**src/stu_pkg.sv**
```systemverilog
`default_nettype none

package stu_pkg;

    // Widths fixed by the field definitions.
    localparam int unsigned CHAR_W   = 8;
    localparam int unsigned RADIX_W  = 6;
    localparam int unsigned OPT_W    = 3;
    localparam int unsigned VALUE_W  = 64;
    localparam int unsigned LEN_W    = 16;
    localparam int unsigned CFG_IDX_W = 1;
    localparam int unsigned CFG_DATA_W = 6;

    // Characters stop being taken once this many have been consumed.
    localparam logic [31:0] MAX_STRING_LEN = 32'd65535;

    // Configuration register indexes.
    localparam logic [CFG_IDX_W-1:0] CFG_RADIX  = 1'd0;
    localparam logic [CFG_IDX_W-1:0] CFG_OPTION = 1'd1;

    localparam logic [RADIX_W-1:0] RADIX_RESET  = 6'd10;
    localparam logic [RADIX_W-1:0] RADIX_AUTO   = 6'd0;
    localparam logic [RADIX_W-1:0] RADIX_OCT    = 6'd8;
    localparam logic [RADIX_W-1:0] RADIX_DEC    = 6'd10;
    localparam logic [RADIX_W-1:0] RADIX_HEX    = 6'd16;
    localparam logic [RADIX_W-1:0] RADIX_MAX    = 6'd36;

    // Option bit positions.
    localparam int unsigned OPT_SKIP_SPACE = 0;
    localparam int unsigned OPT_NO_SIGN    = 1;
    localparam int unsigned OPT_NO_HEXPFX  = 2;

    localparam logic [CHAR_W-1:0] CH_MINUS = 8'h2D;
    localparam logic [CHAR_W-1:0] CH_PLUS  = 8'h2B;
    localparam logic [CHAR_W-1:0] CH_ZERO  = 8'h30;
    localparam logic [CHAR_W-1:0] CH_NINE  = 8'h39;
    localparam logic [CHAR_W-1:0] CH_LOW_A = 8'h61;
    localparam logic [CHAR_W-1:0] CH_LOW_X = 8'h78;
    localparam logic [CHAR_W-1:0] CH_LOW_Z = 8'h7A;
    localparam logic [CHAR_W-1:0] CASE_BIT = 8'h20;

    typedef enum logic [2:0] {
        PH_SPACE  = 3'd0,
        PH_SIGN   = 3'd1,
        PH_PREFIX = 3'd2,
        PH_XMARK  = 3'd3,
        PH_DIGITS = 3'd4,
        PH_STOP   = 3'd5
    } phase_t;

    typedef struct packed {
        logic                ok;
        logic [RADIX_W-1:0]  value;
    } digit_t;

    function automatic logic is_space(input logic [CHAR_W-1:0] c);
        return (c == 8'h20) || (c == 8'h09) || (c == 8'h0A) ||
               (c == 8'h0B) || (c == 8'h0C) || (c == 8'h0D);
    endfunction

    // Decodes a character as a digit of base r; ok is low when it is none.
    function automatic digit_t digit_of(input logic [CHAR_W-1:0] c,
                                        input logic [RADIX_W-1:0] r);
        logic [CHAR_W-1:0] low;
        digit_t            d;
        low     = c | CASE_BIT;
        d.ok    = 1'b0;
        d.value = '0;
        if ((c >= CH_ZERO) && (c <= CH_NINE)) begin
            d.ok    = 1'b1;
            d.value = RADIX_W'(c - CH_ZERO);
        end else if ((low >= CH_LOW_A) && (low <= CH_LOW_Z)) begin
            d.ok    = 1'b1;
            d.value = RADIX_W'(low - CH_LOW_A) + RADIX_W'(10);
        end
        if ((r == '0) || (r > RADIX_MAX) || (d.value >= r)) begin
            d.ok = 1'b0;
        end
        return d;
    endfunction

endpackage

`default_nettype wire

```
**src/string_to_u64_parser.sv**
```systemverilog
// A transaction carrying the last character is held in the input register, parsed into
// the result stage, then negated if needed into the output stage that drives m_valid.
// Throughput: one character per cycle; the parse stage (digit decode and a 64x6
// multiply-add) takes a character every cycle, and s_ready drops only while a
// last-character transaction waits for both result stages, held full by m_ready low.
// Reset (aresetn low at a clock edge) empties all stages, clears the parse state
// and loads radix 10 and option bits 0.
`default_nettype none

module string_to_u64_parser (
    input  wire                                 aclk,
    input  wire                                 aresetn,
    // configuration write port
    input  wire                                 cfg_wr_en,
    input  wire [stu_pkg::CFG_IDX_W-1:0]        cfg_wr_index,
    input  wire [stu_pkg::CFG_DATA_W-1:0]       cfg_wr_data,
    // character stream
    input  wire                                 s_valid,
    output logic                                s_ready,
    input  wire [stu_pkg::CHAR_W-1:0]           s_char_code,
    input  wire                                 s_char_present,
    input  wire                                 s_last_char,
    // parsed results
    output logic                                m_valid,
    input  wire                                 m_ready,
    output logic [stu_pkg::VALUE_W-1:0]         m_value,
    output logic [stu_pkg::LEN_W-1:0]           m_number_length
);
    import stu_pkg::*;

    // Configuration registers.
    logic [RADIX_W-1:0] radix_reg;
    logic [OPT_W-1:0]   option_reg;

    // Input register stage: holds one accepted transaction.
    logic               in_valid_reg;
    logic [CHAR_W-1:0]  in_char_reg;
    logic               in_present_reg;
    logic               in_last_reg;

    // Parse state, updated once per character.
    phase_t             phase_reg, phase_next;
    logic [RADIX_W-1:0] active_radix_reg, active_radix_next;
    logic               negate_reg, negate_next;
    logic [VALUE_W-1:0] acc_reg, acc_next;
    logic [LEN_W-1:0]   count_reg, count_next;

    // Result stage: raw accumulator and sign of a finished string.
    logic               res_valid_reg;
    logic [VALUE_W-1:0] res_acc_reg;
    logic               res_negate_reg;
    logic [LEN_W-1:0]   res_len_reg;

    // Output stage: final two's complement value.
    logic               out_valid_reg;
    logic [VALUE_W-1:0] out_value_reg;
    logic [LEN_W-1:0]   out_len_reg;

    logic out_load;
    logic res_free;
    logic in_fire;

    // Ready flows backward: each stage may load when it is empty or is
    // being emptied in the same cycle.
    assign out_load = res_valid_reg && (!out_valid_reg || m_ready);
    assign res_free = !res_valid_reg || out_load;
    // A character that does not end the string never needs the result stage.
    assign in_fire  = in_valid_reg && (!in_last_reg || res_free);
    assign s_ready  = !in_valid_reg || in_fire;

    assign m_valid         = out_valid_reg;
    assign m_value         = out_value_reg;
    assign m_number_length = out_len_reg;

    always_ff @(posedge aclk) begin
        if (!aresetn) begin
            radix_reg  <= RADIX_RESET;
            option_reg <= '0;
        end else if (cfg_wr_en) begin
            if (cfg_wr_index == CFG_RADIX) begin
                radix_reg <= cfg_wr_data[RADIX_W-1:0];
            end else if (cfg_wr_index == CFG_OPTION) begin
                option_reg <= cfg_wr_data[OPT_W-1:0];
            end
        end
    end

    always_ff @(posedge aclk) begin
        if (!aresetn) begin
            in_valid_reg <= 1'b0;
        end else if (s_ready) begin
            in_valid_reg <= s_valid;
        end
    end

    always_ff @(posedge aclk) begin
        if (s_ready && s_valid) begin
            in_char_reg    <= s_char_code;
            in_present_reg <= s_char_present;
            in_last_reg    <= s_last_char;
        end
    end

    // Parse step. The phase chain falls through at most once per phase
    // (whitespace, sign, prefix, x mark, digits) before the character is either
    // taken or rejected, so the loop of the algorithm flattens to a short
    // cascade. The length check uses the count before this character, which
    // no fall-through step changes.
    always_comb begin
        phase_t             ph;
        logic [RADIX_W-1:0] ar;
        logic               neg;
        logic [VALUE_W-1:0] acc;
        logic               take;
        logic               done;
        digit_t             dg;

        ph   = phase_reg;
        ar   = active_radix_reg;
        neg  = negate_reg;
        acc  = acc_reg;
        take = 1'b0;
        done = 1'b0;
        dg   = digit_of(in_char_reg, active_radix_reg);

        if (in_present_reg) begin
            if ((ph != PH_STOP) && ({{(32-LEN_W){1'b0}}, count_reg} >= MAX_STRING_LEN)) begin
                ph   = PH_STOP;
                done = 1'b1;
            end

            if (!done && (ph == PH_SPACE)) begin
                if (option_reg[OPT_SKIP_SPACE] && is_space(in_char_reg)) begin
                    take = 1'b1;
                    done = 1'b1;
                end else begin
                    ph = PH_SIGN;
                end
            end

            if (!done && (ph == PH_SIGN)) begin
                ph = PH_PREFIX;
                if (!option_reg[OPT_NO_SIGN]) begin
                    if (in_char_reg == CH_MINUS) begin
                        neg  = 1'b1;
                        take = 1'b1;
                        done = 1'b1;
                    end else if (in_char_reg == CH_PLUS) begin
                        take = 1'b1;
                        done = 1'b1;
                    end
                end
            end

            if (!done && (ph == PH_PREFIX)) begin
                ph = PH_DIGITS;
                if (radix_reg == RADIX_AUTO) begin
                    ar = RADIX_DEC;
                    if (in_char_reg == CH_ZERO) begin
                        ar   = RADIX_OCT;
                        ph   = PH_XMARK;
                        take = 1'b1;
                        done = 1'b1;
                    end
                end else if ((radix_reg == RADIX_HEX) && !option_reg[OPT_NO_HEXPFX]) begin
                    ar = RADIX_HEX;
                    if (in_char_reg == CH_ZERO) begin
                        ph   = PH_XMARK;
                        take = 1'b1;
                        done = 1'b1;
                    end
                end else begin
                    ar = radix_reg;
                end
                // The digit step below must see the base chosen just now.
                dg = digit_of(in_char_reg, ar);
            end

            if (!done && (ph == PH_XMARK)) begin
                ph = PH_DIGITS;
                if (in_char_reg == CH_LOW_X) begin
                    ar   = RADIX_HEX;
                    take = 1'b1;
                    done = 1'b1;
                end
            end

            if (!done && (ph == PH_DIGITS)) begin
                done = 1'b1;
                if (dg.ok) begin
                    acc  = (acc * VALUE_W'(ar)) + VALUE_W'(dg.value);
                    take = 1'b1;
                end else begin
                    ph = PH_STOP;
                end
            end

            if (!done) begin
                ph = PH_STOP;
            end
        end

        phase_next        = ph;
        active_radix_next = ar;
        negate_next       = neg;
        acc_next          = acc;
        count_next        = count_reg;
        if (take && (count_reg != {LEN_W{1'b1}})) begin
            count_next = count_reg + LEN_W'(1);
        end
    end

    // A string ends with its last transaction: the result is captured and
    // the parse state returns to its start for the next string.
    always_ff @(posedge aclk) begin
        if (!aresetn) begin
            phase_reg        <= PH_SPACE;
            active_radix_reg <= '0;
            negate_reg       <= 1'b0;
            acc_reg          <= '0;
            count_reg        <= '0;
        end else if (in_fire) begin
            if (in_last_reg) begin
                phase_reg        <= PH_SPACE;
                active_radix_reg <= '0;
                negate_reg       <= 1'b0;
                acc_reg          <= '0;
                count_reg        <= '0;
            end else begin
                phase_reg        <= phase_next;
                active_radix_reg <= active_radix_next;
                negate_reg       <= negate_next;
                acc_reg          <= acc_next;
                count_reg        <= count_next;
            end
        end
    end

    always_ff @(posedge aclk) begin
        if (!aresetn) begin
            res_valid_reg <= 1'b0;
        end else if (res_free) begin
            res_valid_reg <= in_fire && in_last_reg;
        end
    end

    always_ff @(posedge aclk) begin
        if (in_fire && in_last_reg) begin
            res_acc_reg    <= acc_next;
            res_negate_reg <= negate_next;
            res_len_reg    <= count_next;
        end
    end

    // The negation sits in its own stage so it does not follow the
    // multiply-add in the same cycle.
    always_ff @(posedge aclk) begin
        if (!aresetn) begin
            out_valid_reg <= 1'b0;
        end else if (!out_valid_reg || m_ready) begin
            out_valid_reg <= res_valid_reg;
        end
    end

    always_ff @(posedge aclk) begin
        if (out_load) begin
            out_value_reg <= res_negate_reg ? (~res_acc_reg + VALUE_W'(1)) : res_acc_reg;
            out_len_reg   <= res_len_reg;
        end
    end

endmodule

`default_nettype wire
```
**config.mk**
```make
export PLATFORM = sky130hd
export DESIGN_NAME = string_to_u64_parser
export DESIGN_NICKNAME = d
export VERILOG_FILES = /design/src/stu_pkg.sv /design/src/string_to_u64_parser.sv
export SDC_FILE = /design/constraint.sdc
export NUM_CORES = 1
export LEC_CHECK = 0
export BUFFER_PORTS_ARGS = -buffer_cell sky130_fd_sc_hd__buf_4
export CAP_MARGIN = 20
export CORE_MARGIN = 1.5
export CORE_UTILIZATION = 50
export CTS_CLUSTER_SIZE = 8
export DETAILED_ROUTE_END_ITERATION = 10
export GPL_TIMING_DRIVEN = 0
export MAX_ROUTING_LAYER = met4
export PLACE_DENSITY = 0.75
export RECOVER_POWER = 50
export SYNTH_ARGS = -nofsm -noshare
export SYNTH_HDL_FRONTEND = slang
export SYNTH_SLANG_ARGS = --single-unit
```
**constraint.sdc**
```tcl
create_clock -name aclk -period 15.7 [get_ports aclk]
set_input_delay 1.57 -clock aclk [delete_from_list [all_inputs] [get_ports aclk]]
set_output_delay 1.57 -clock aclk [all_outputs]
set_load 0.02 [all_outputs]
```
; Word level (Yosys, flattened, before mapping)
; Cells that the tools add are included.
[word_totals]
word_cells = 185
output_inout_bits = 82
register_bits = 273
[op_classes]
addsub = 6
bitwise = 2
mux = 86
mul = 1
eq_ne = 17
magnitude_cmp = 9
reduce_logical = 46
[op_table]
columns = op, count
row1 = two-way mux 64 bit, 5
row2 = "adder 64 x 1 -> 64 bit, second input constant", 1
row3 = adder 64 x 6 -> 64 bit, 1
row4 = multiplier 64 x 6 -> 64 bit, 1
row5 = inverter 64 bit, 1
row6 = two-way mux 6 bit, 10
row7 = two-way mux 3 bit, 19
row8 = two-way mux 1 bit, 43
row9 = two-way mux 7 bit, 6
row10 = "== test 8 x 4 -> 1 bit, second input constant", 5
row11 = "== test 8 x 6 -> 1 bit, second input constant", 4
row12 = two-way mux 16 bit, 2
row13 = logical NOT 6 bit, 3
row14 = "adder 16 x 1 -> 16 bit, second input constant", 1
row15 = ">= comparator 16 bit, second input constant", 1
row16 = "!= test 16 bit, second input constant", 1
row17 = logical AND 1 bit, 15
row18 = logical OR 1 bit, 13
row19 = >= comparator 6 bit, 2
row20 = "greater-than comparator 6 bit, second input constant", 2
row21 = "subtractor 6 bit, second input constant", 2
row22 = logical NOT 1 bit, 10
row23 = "== test 8 x 7 -> 1 bit, second input constant", 1
row24 = ">= comparator 8 x 6 -> 1 bit, second input constant", 1
row25 = other kinds (14), 17

; Logic depth before layout (Yosys ltp)
; Gate-level depths: netlist (run 1).
[logic_depth]
depth_word = 31
mapped_depth = 32
ltp_nobuf = 30

; Worst setup path before layout (run 1)
; Ideal clock, no wire load.
[synth_timing]
path_kind = reg-to-reg
start = register in_char_reg[0]
end = register res_acc_reg[48] (data pin)
synth_period_minus_slack_ps = 7739
required_time_ps = 15438
path_stages_with_launch = 31
arrival_ps = 7477
slack_ps = 7961
path_cell_list = edfxtp_1 -> inv_1 -> ha_1 -> and2_1 -> o311a_1 -> o211a_1 -> nor4b_4 -> buf_2 -> mux2i_1 -> nor2_1 -> clkbuf_1 -> and2_1 -> fa_1 -> inv_1 -> fa_1 -> inv_1 -> fa_1 -> inv_1 -> fa_1 -> inv_1 -> ha_1 -> a21oi_1 -> a21oi_1 -> a31o_2 -> o31ai_2 -> o21ai_1 -> a311o_1 -> o311a_1 -> a21oi_1 -> xnor2_1 -> mux2_1
[synth_via]
elab_chain_cells = 29
elab_cells_between_ends = 93
[synth_rtl]
columns = item, line
row1 = start: declaration, string_to_u64_parser.sv:37  ; logic [CHAR_W-1:0] in_char_reg;
row2 = start signal: assignment, string_to_u64_parser.sv:98  ; in_char_reg <= s_char_code;
row3 = == test 8 x 6 -> 1 bit / == test 8 x 4 -> 1 bit (equally long branches), stu_pkg.sv:57  ; return (c == 8'h20) || (c == 8'h09) || (c == 8'h0A) ||
row4 = logical OR 1 bit (3 in series), stu_pkg.sv:57
row5 = logical OR 1 bit (2 in series), stu_pkg.sv:58  ; (c == 8'h0B) || (c == 8'h0C) || (c == 8'h0D);
row6 = logical AND 1 bit, string_to_u64_parser.sv:133  ; if (option_reg[OPT_SKIP_SPACE] && is_space(in_char_reg)) begin
row7 = two-way mux 1 bit, string_to_u64_parser.sv:133
row8 = two-way mux 1 bit, string_to_u64_parser.sv:132  ; if (!done && (ph == PH_SPACE)) begin
row9 = two-way mux 1 bit, string_to_u64_parser.sv:126  ; if (in_present_reg) begin
row10 = two-way mux 1 bit, string_to_u64_parser.sv:148  ; end else if (in_char_reg == CH_PLUS) begin
row11 = [... 11 more ...], -
row12 = two-way mux 6 bit, string_to_u64_parser.sv:179  ; if (!done && (ph == PH_XMARK)) begin
row13 = two-way mux 6 bit, string_to_u64_parser.sv:126
row14 = multiplier 64 x 6 -> 64 bit, string_to_u64_parser.sv:191  ; acc = (acc * VALUE_W'(ar)) + VALUE_W'(dg.value);
row15 = adder 64 x 6 -> 64 bit, string_to_u64_parser.sv:191
row16 = two-way mux 64 bit, string_to_u64_parser.sv:190  ; if (dg.ok) begin
row17 = two-way mux 64 bit *, string_to_u64_parser.sv:188  ; if (!done && (ph == PH_DIGITS)) begin
row18 = two-way mux 64 bit *, string_to_u64_parser.sv:126
row19 = net acc_next[48], string_to_u64_parser.sv:45  ; logic [VALUE_W-1:0] acc_reg, acc_next;
row20 = end signal: assignment, string_to_u64_parser.sv:249  ; res_acc_reg <= acc_next;
row21 = end: declaration, string_to_u64_parser.sv:50  ; logic [VALUE_W-1:0] res_acc_reg;
; Mark *: on every way through the listed nets, which the timed path passes. The rest lies on a longest branch. The select of a mux whose other input is x is not followed.
; A chain may end at the register's enable or synchronous reset.

; Worst setup path after layout (run 1)
[layout_timing]
start = register in_char_reg[0]
end = register res_acc_reg[55] (data pin)
; The elaborated chain is that of the path after synthesis.

==> results.md, run 1 <==
- Die width: 222 um
- Clock Sinks: 273
- Post-synth ARST share: 0%
- Slew headroom: -40.6%
- Core ar.: 0.0476 mm^2
- Kind of critical path: flop to flop
- Vias: 18500
- Yosys cell types: 82
- Highest metal layer with signal wires: met4
- RePlAce Congestion: 0.961
- DRC Markers: 0
- Share of layout cells above drive strength 1: 5.07%
- Clock power frac: 47.7%
- CP max stage cell: o41ai_2
- Failing checks: max-capacitance violations, max-slew violations
- Synthesized area: 0.0241 mm^2
- Synth Area in XOR/XNOR: 5.35%
- CP Capture Type: flop
- CTS root buf: clkbuf_16
- H-Tree Depth: 2
- Grt total ovfl: 0
- Tcrit/Tclk final: 65.5%
- Row count: 80
- Required @ worst endpoint: 16010 ps
- Worst IR Drop VDD: 64.9 uV
- Sequential cell area: 0.00718 mm^2
- Comb pwr share: 7.2%
- Worst clock skew: 38.2 ps
- PostCTS Resize Cnt: 0
- Switch share: 25.3%
- Place WS: 5620 ps
- RSZ-0062 raised after global routing: no
- Synth Area in Adders: 27.8%
- Hold Violations, Final: 0
- All-Layer GR Usage: 28.1%
- Syn-to-layout area delta: 10.3%
- Fill cells: 4190
- Commonest non-fill, non-tap cell in the layout: and2_1
- Max-cap violation count: 4
- Buf/Inv on CP: 5
- First-pass GRT wire length: 105 mm
- DIE HEIGHT: 222 um
- Final setup fails: 0
- Min-Delay Path Class: flop to flop
- Compound-Gate Fraction of Synth Area: 13.3%
- Met1 wire length: 29.0 mm
- P per Cell Area: 65.6 mW/mm^2
- Initial antenna violation count: 2
- Avg Vias per Cell: 5.91
- Register area share after synthesis: 29.8%
- Switch Pwr: 441 uW
- Post-CTS setup buffers: 0
- Final slew viol count: 115
- CP peak stage delay: 850 ps
- Multi-input logic area: 0.0160 mm^2
- Final setup slack of the worst path: 5420 ps
- Number of CTS-inserted buffers: 41
- Mapped Avg Cell Area: 10.4 um^2
- Most frequent cells in the layout: 345 x and2_1, 240 x fa_1, 216 x clkbuf_1
- Most used DFF post-synth: edfxtp_1
- Final #Nets: 2886
- Max Root-Sink Buffers: 3
- Die area: 0.0495 mm^2
- CTS Hold Bufs: 0
- Startpoint types: flop
- Yosys reg bits: 273
- Met3 wire len: 4.61 mm
- Buffers on Ports: 103
- Routed len/inst: 21.4 um
- Fin Setup TNS: 0 ps
- Minimum clock period: 10280 ps
- Mux contribution to synthesized area: 1.85%
- Gate Count Post-Synth: 2323
- Simple-gate area share of the yosys netlist: 18.3%
- Core Util, Final: 55.7%
- Pin count of the biggest net entering global routing: 53
- Seq pwr share: 45.1%
- CTS tree: done
- Met2 wire length: 31.2 mm
- Syn Nets: 2735
- Achievable frequency: 0.0973 GHz
- Internal: 1.30 mW
- Initial DRT Pass Iterations: 6
- Post-synth EDFFs: 171
- Synth Warn #: 0
- Main combinational cell family by area after synthesis: adder cells
- Status: complete, but fails checks
- Clk pin slew, worst setup/hold paths: 50 ps
- IO Pins: 104
- Leak Pwr: 11.9 nW
- Delay-heaviest family, CP: compound AO/OA/AOI/OAI gates
- Starting Density: 50.5%
- Antenna-violating nets left: 0
- DRT iter0 DRCs: 1511
- Vias in the first global route: 18700
- Hpwl dp: 52.6 mm
- Largest fanout on the critical path: 11
- Routed wire length: 66.8 mm
- Arr. time, crit path: 10590 ps
- Worst-Margin Slew: 2100 ps
- Clock latency at the later pin of the worst-skew pair: 580 ps
==> layout make-up <==
| cell class | instances | area share (%) |
|---|---|---|
| multi-input cells | 1834 | 60.4 |
| clock buffers | 66 | 4.22 |
| flip-flops and latches | 273 | 27.0 |
| inverters | 91 | 1.29 |
| clock inverters | 8 | 0.339 |
| diodes | 1 | 0.00942 |
| plain buffers | 125 | 1.94 |
| well taps | 615 | 2.90 |
| repair buffers | 108 | 1.93 |
==> cells by family (layout without fill, tap and decap cells) <==
kind of cell               count (synthesis)  after routing
xor gates and xnor gates                 147            147
other                                      0              1
AOI/OAI and AO/OA                        468            468
adders and majority gates                390            390
muxes                                     40             40
buffers and inverters                    216            398
DFF                                      273            273
and+or+nand+nor                          789            789
==> worst paths after layout <==
path,start,slack (ps),end,cells past startpoint
worst max-delay path,in_char_reg[0]$_DFFE_PP_,5420,res_acc_reg[55]$_DFFE_PP_,27
worst max register to register,in_char_reg[0]$_DFFE_PP_,5420,res_acc_reg[55]$_DFFE_PP_,27
worst min-delay path,res_len_reg[4]$_DFFE_PP_,410,m_number_length[4]$_DFFE_PP_,0
worst min register to register,res_len_reg[4]$_DFFE_PP_,410,m_number_length[4]$_DFFE_PP_,0
==> cell usage after synthesis, drive strengths merged (13+ instances only) <==
master  instances  share of area, %
a22o           30               1.1
a22oi          39               1.2
a21o           59               1.8
o21ai          96               2.0
inv            91               1.4
mux2           35               1.6
a21oi          75               1.6
or3            17              0.44
nor2           53              0.87
xnor2         114               4.1
o31ai          36               1.1
edfxtp        171                21
and3           14              0.36
nor2b          49               1.3
nand3          37              0.79
and2          347               9.0
nand2b         17              0.44
nor3           17              0.44
buf            17              0.45
nand4          22              0.57
a21boi         13              0.41
xor2           33               1.2
a31oi          25              0.65
nand2         172               2.7
fa            240                20
dfxtp         102               8.5
clkbuf        108               1.7
ha            150               7.8
==> power groups by stage <==
stage	clock (mW)	sequential, mW	combinational (mW)
6_report	0.831	0.785	0.125
5_1_grt	0.871	0.786	0.135
4_1_cts	0.844	0.784	0.128
3_5_place_dp	0	0.799	0.127
3_3_place_gp	0	0.800	0.124
2_1_floorplan	0	0.800	0.0704
==> metrics by stage <==
step	cells	instance area, um^2	power, mW	hold slack [ps]
6_report	3121	26600	1.74	413
5_1_grt	3121	26600	1.79	422
4_1_cts	3119	26900	1.76	416
3_5_place_dp	3045	25700	0.926	407
3_3_place_gp	3041	25600	0.923	409
2_1_floorplan	2323	24100	0.870	400
==> layer usage <==
metal | vias to the layer above | GRT usage, %
met3 | 134 | 4.52
li1 | 8414 | -
met4 | 0 | 9.28
met5 | - | -
met1 | 9246 | 36.9
met2 | 659 | 44.5
Power figures use the tool's default switching activity.
==> run 2, diff against run 1 <==
--- a/config.mk
+++ b/config.mk
@@ -13,7 +13,7 @@
 export DETAILED_ROUTE_END_ITERATION = 10
 export GPL_TIMING_DRIVEN = 0
 export MAX_ROUTING_LAYER = met4
-export PLACE_DENSITY = 0.75
+export PLACE_DENSITY = 0.77
 export RECOVER_POWER = 50
 export SYNTH_ARGS = -nofsm -noshare
 export SYNTH_HDL_FRONTEND = slang
==> constraint.sdc (replaced) <==
create_clock -name aclk -period 8.8 [get_ports aclk]
set_input_delay 0.88 -clock aclk [delete_from_list [all_inputs] [get_ports aclk]]
set_output_delay 0.88 -clock aclk [all_outputs]
set_load 0.02 [all_outputs]
==> results.md, run 2 (same netlist as run 1, synthesis figures left out) <==
- Status: complete, but fails checks
- Failing checks: max-capacitance violations, max-slew violations
- Most frequent cells in the layout: 345 x and2_1, 240 x fa_1, 200 x clkbuf_1
- Startpoint types: flop
- Die area: 0.0495 mm^2 (unchanged)
- Required @ worst endpoint: 9120 ps (-6890 ps)
- Routed len/inst: 21.3 um (-0.66%)
- Buf/Inv on CP: 6 (+1)
- Final #Nets: 2898 (+0.42%)
- Grt total ovfl: 0 (unchanged)
- Vias: 18600 (+0.57%)
- Avg Vias per Cell: 5.92 (+0.12%)
- Post-Layout Cell Count: 3135 (+0.45%)
- Worst clock skew: 29.8 ps (-8.46 ps)
- Hpwl dp: 52.0 mm (-1.2%)
- Commonest non-fill, non-tap cell in the layout: and2_1
- Clock Sinks: 273 (unchanged)
- Starting Density: 50.5% (unchanged)
- DIE HEIGHT: 222 um (unchanged)
- Core ar.: 0.0476 mm^2 (unchanged)
- Highest metal layer with signal wires: met4
- DRT iter0 DRCs: 1459 (-3.4%)
- Achievable frequency: 0.117 GHz (+21%)
- Kind of critical path: flop to flop
- CP most frequent cell: buf_4
- Fill cells: 4099 (-2.2%)
- Met1 wire length: 28.6 mm (-1.4%)
- CP max stage cell: fa_1
- Final setup fails: 0 (unchanged)
- Area after DPL: 0.0257 mm^2 (unchanged)
- Share of layout cells above drive strength 1: 7.19% (+2.1 points)
- Final slew viol count: 169 (+47%)
- Placed Cells: 3045 (unchanged)
- Final instance area: 0.0269 mm^2 (+1.3%)
- Number of CTS-inserted buffers: 41 (unchanged)
- Antenna-violating nets left: 0 (unchanged)
- Delay-heaviest family, CP: adder cells
- Min-Delay Path Class: flop to flop
- Minimum clock period: 8520 ps (-1760 ps)
- DRC Markers: 0 (unchanged)
- Die width: 222 um (unchanged)
- P per Cell Area: 117 mW/mm^2 (+78%)
- Tcrit/Tclk final: 96.8% (+31 points)
- Max Root-Sink Buffers: 3 (unchanged)
- RePlAce Congestion: 0.984 (+2.3%)
- Row count: 80 (unchanged)
- CTS tree: done
- Clk pin slew, worst setup/hold paths: 50 ps (about the same)
- Pin count of the biggest net entering global routing: 54 (+1.9%)
- CP peak stage delay: 520 ps (-330 ps)
- H-Tree Depth: 2 (unchanged)
- Buffers on Ports: 103 (unchanged)
- Place WS: -1230 ps (-6850 ps)
- Multi-input logic area: 0.0162 mm^2 (+1.2%)
- Max-cap violation count: 5 (+1)
- Worst-Margin Slew: 3060 ps (+955 ps)
- Vias in the first global route: 19000 (+1.4%)
- Worst IR Drop VDD: 103 uV (+59%)
- Clock latency at the later pin of the worst-skew pair: 580 ps (about the same)
- Final setup slack of the worst path: 279 ps (-5140 ps)
- Met3 wire len: 5.10 mm (+10%)
- Initial DRT Pass Iterations: 5 (-1)
- CTS root buf: clkbuf_16
- Met2 wire length: 31.2 mm (+0.17%)
- Initial antenna violation count: 3 (+1)
- Syn-to-layout area delta: 11.8%
- CP Capture Type: flop
- Slew headroom: -104% (-63 points)
- Largest fanout on the critical path: 10 (-1)
- CTS Hold Bufs: 0 (unchanged)
- Routed wire length: 66.6 mm (-0.21%)
- Sequential cell area: 0.00718 mm^2 (unchanged)
- Hold Violations, Final: 0 (unchanged)
- Arr. time, crit path: 8840 ps (-1750 ps)
- All-Layer GR Usage: 27.9% (-0.15 points)
- First-pass GRT wire length: 105 mm (-0.27%)
- Leak Pwr: 12.1 nW (+1.5%)
- IO Pins: 104 (unchanged)
-- run 2: path summary, 6_finish.rpt --
path,slack [ps],cells after the start,startpoint,endpoint
setup / recovery,280,30,in_char_reg[0]$_DFFE_PP_,res_acc_reg[63]$_DFFE_PP_
hold / removal,420,0,res_len_reg[15]$_DFFE_PP_,m_number_length[15]$_DFFE_PP_
setup reg to reg,280,30,in_char_reg[0]$_DFFE_PP_,res_acc_reg[63]$_DFFE_PP_
hold reg to reg,420,0,res_len_reg[15]$_DFFE_PP_,m_number_length[15]$_DFFE_PP_
-- run 2: per-stage QoR --
stage / TNS (ps) / utilization [%] / hold slack, ps / total power, mW
floorplan: 0 / - / 400 / 1.55
global placement: -38420 / 53.8 / 404 / 1.65
detailed placement: -46940 / 53.9 / 405 / 1.65
CTS: 0 / 56.9 / 417 / 3.16
global route: -20.5 / 56.5 / 429 / 3.23
finish: 0 / 56.5 / 417 / 3.14
-- run 2: cell type report --
type                    count  share of cell area (%)
diodes                      1                 0.00930
clock buffers              70                    4.30
well taps                 615                    2.86
multi-input cells        1834                    60.3
inverters                  91                    1.27
flip-flops and latches    273                    26.7
repair buffers            127                    2.33
plain buffers             118                    1.96
clock inverters             6                   0.307
-- run 2: timing repair --
item / CTS / global route
pin swaps: 2 / 5
gates resized for setup: 36 / 32
gates cloned: 0 / 0
buffers inserted: 1 / 17
endpoints found under the setup margin: 79 / 36
-- run 2: routing by layer --
layer	track usage, %	vias up
met5	-	-
met4	8.73	0
met3	6.18	115
met2	44.1	660
met1	35.9	9338
li1	-	8445
-- run 2: power breakdown --
part	switching [mW]	internal (mW)	leakage, nW
Clock	0.607	0.898	0.587
Sequential	0.0204	1.38	2.46
Combinational	0.163	0.0689	9.06
Total	0.791	2.35	12.1
==> run 3, diff against run 2 <==
--- a/config.mk
+++ b/config.mk
@@ -13,7 +13,7 @@
 export DETAILED_ROUTE_END_ITERATION = 10
 export GPL_TIMING_DRIVEN = 0
 export MAX_ROUTING_LAYER = met4
-export PLACE_DENSITY = 0.77
+export PLACE_DENSITY = 0.75
 export RECOVER_POWER = 50
 export SYNTH_ARGS = -nofsm -noshare
 export SYNTH_HDL_FRONTEND = slang
==> constraint.sdc (replaced) <==
create_clock -name aclk -period 9.1 [get_ports aclk]
set_input_delay 0.91 -clock aclk [delete_from_list [all_inputs] [get_ports aclk]]
set_output_delay 0.91 -clock aclk [all_outputs]
set_load 0.02 [all_outputs]
==> results.md, run 3 (same netlist as run 1, synthesis figures left out) <==
- Status: complete, but fails checks
- Failing checks: max-capacitance violations, max-slew violations
- Vias in the first global route: 18800 (-1.1%)
- Min-Delay Path Class: flop to flop
- Hold Violations, Final: 0 (unchanged)
- Buf/Inv on CP: 6 (unchanged)
- Clock Sinks: 273 (unchanged)
- Post-Layout Cell Count: 3135 (unchanged)
- R2R depth: 30 (unchanged)
- Row count: 80 (unchanged)
- CP peak stage delay: 520 ps (about the same)
- Final setup slack of the worst path: 224 ps (-54.7 ps)
- Startpoint types: flop
- CTS tree: done
- Reg-to-Reg Start: in_char_reg[1]$_DFFE_PP_
- Starting Density: 50.5% (unchanged)
- Number of CTS-inserted buffers: 41 (unchanged)
- Delay-heaviest family, CP: compound AO/OA/AOI/OAI gates
- CTS Hold Bufs: 0 (unchanged)
- Grt total ovfl: 0 (unchanged)
- Initial DRT Pass Iterations: 5 (unchanged)
- DRT iter0 DRCs: 1597 (+9.5%)
- Worst clock skew: 40.3 ps (+10.5 ps)
- Share of layout cells above drive strength 1: 6.43% (-0.75 points)
- CTS root buf: clkbuf_16
- First-pass GRT wire length: 105 mm (+0.56%)
- Clk pin slew, worst setup/hold paths: 60 ps (about the same)
- Arr. time, crit path: 9200 ps (+360 ps)
- Initial antenna violation count: 2 (-1)
- Final #Nets: 2899 (+0.035%)
- Fill cells: 4173 (+1.8%)
- Worst R2R Setup Slack: 220 ps (-50 ps)
- Slew headroom: -99.9% (+4.1 points)
- Vias: 18600 (+0.14%)
- Tcrit/Tclk final: 97.5% (+0.71 points)
- Hold EP: m_number_length[5]$_DFFE_PP_
- Antenna-violating nets left: 0 (unchanged)
- Hold Crit Depth: 0 (unchanged)
- RePlAce Congestion: 0.961 (-2.3%)
- Final slew viol count: 169 (unchanged)
- Tot Pwr: 3.01 mW (-4.1%)
- Hold path startpoint: res_len_reg[5]$_DFFE_PP_
- Syn-to-layout area delta: 11.2%
- Max Root-Sink Buffers: 3 (unchanged)
- Hold_ws: 412 ps (-4.47 ps)
- Achievable frequency: 0.113 GHz (-4.0%)
- Hpwl dp: 52.6 mm (+1.2%)
- Routed len/inst: 21.4 um (+0.70%)
- Core Util, Final: 56.2% (-0.30 points)
- Minimum clock period: 8880 ps (+355 ps)
- Place WS: -976 ps (+250 ps)
- Area after DPL: 0.0257 mm^2 (unchanged)
- Largest fanout on the critical path: 11 (+1)
- Final setup fails: 0 (unchanged)
- P per Cell Area: 112 mW/mm^2 (-3.6%)
- CP Capture Type: flop
- DIE HEIGHT: 222 um (unchanged)
- Pin count of the biggest net entering global routing: 53 (-1.9%)
- Worst IR Drop VDD: 112 uV (+9.0%)
- Most frequent cells in the layout: 345 x and2_1, 240 x fa_1, 207 x clkbuf_1
- Kind of critical path: flop to flop
- Die width: 222 um (unchanged)
- Fin Setup TNS: 0 ps (unchanged)
- Max-cap violation count: 5 (unchanged)
- DRC Markers: 0 (unchanged)
- Die area: 0.0495 mm^2 (unchanged)
- Buffers on Ports: 103 (unchanged)
- All-Layer GR Usage: 28.1% (+0.23 points)
- Placed Cells: 3045 (unchanged)
- CP max stage cell: fa_1
- IO Pins: 104 (unchanged)
- Crit. path cell count: 30 (unchanged)
- Reg2reg end: res_acc_reg[61]$_DFFE_PP_
- H-Tree Depth: 2 (unchanged)
- Routed wire length: 67.1 mm (+0.70%)
- Final instance area: 0.0268 mm^2 (-0.53%)
- Commonest non-fill, non-tap cell in the layout: and2_1
- Clock latency at the later pin of the worst-skew pair: 580 ps (about the same)
- Worst-Margin Slew: 3000 ps (-61.5 ps)
- Avg Vias per Cell: 5.93 (+0.14%)
- Leak Pwr: 12.0 nW (-0.47%)
- Core ar.: 0.0476 mm^2 (unchanged)
- Required @ worst endpoint: 9420 ps (+300 ps)
-- run 3: changes by cell type in the layout (fill, tap and decap cells not counted), sizes merged --
cell      change
clkinv        +1
clkbuf        +7
diode         +1
buf          -10
clkinvlp      +1
-- run 3: cell type report --
cell class | instances | area, um^2 | area share, %
Antenna cell | 2 | 5.00 | 0.0187
Buffer | 125 | 539 | 2.01
Clock buffer | 66 | 1120 | 4.18
Clock inverter | 8 | 90.1 | 0.336
Inverter | 91 | 343 | 1.28
Multi-Input combinational cell | 1834 | 16100 | 60.3
Sequential cell | 273 | 7180 | 26.8
Tap cell | 615 | 769 | 2.87
Timing Repair Buffer | 121 | 587 | 2.19
-- run 3: how the worst max path moves through the flow --
stage / start / to / slack [ps]
final: in_char_reg[1]$_DFFE_PP_ / res_acc_reg[61]$_DFFE_PP_ / 220
after global routing: in_char_reg[0]$_DFFE_PP_ / res_acc_reg[61]$_DFFE_PP_ / -40
after CTS: in_char_reg[0]$_DFFE_PP_ / res_acc_reg[60]$_DFFE_PP_ / 160
after detailed placement: in_char_reg[0]$_DFFE_PP_ / res_acc_reg[61]$_DFFE_PP_ / -980
after global placement: in_char_reg[0]$_DFFE_PP_ / res_acc_reg[61]$_DFFE_PP_ / -830
after floorplan: in_char_reg[0]$_DFFE_PP_ / res_acc_reg[48]$_DFFE_PP_ / 1360
-- run 3: timing repair --
action	CTS	global route
buffers inserted	1	12
resized for setup	21	22
endpoints found under the setup margin	62	31
pin swaps	2	4
-- run 3: worst register-to-register path: cells and delay by family, from the launching register on --
kind                     cells  cell delay [ps]
multiplexers                 2              560
XOR/XNOR                     1              160
adder cells (fa/ha/maj)      6             2360
AO/OA/AOI/OAI               11             2920
flip-flops                   1              460
AND/OR/NAND/NOR              4              890
buffers and inverters        6             1290
-- run 3: layer usage --
metal  up-vias  global-route usage [%]  part of all wire [%]
li1       8443                       -                     -
met1      9296                    37.0                    43
met2       715                    44.5                    47
met3       130                    4.50                   7.1
met4         0                    9.39                   2.9
met5         -                       -                     0
-- run 3: where the power goes --
| group | switching (mW) | total (mW) | internal, mW | leakage (nW) |
|---|---|---|---|---|
| clock network | 0.586 | 1.43 | 0.846 | 0.572 |
| registers | 0.0191 | 1.36 | 1.34 | 2.46 |
| logic | 0.158 | 0.222 | 0.0648 | 9.01 |
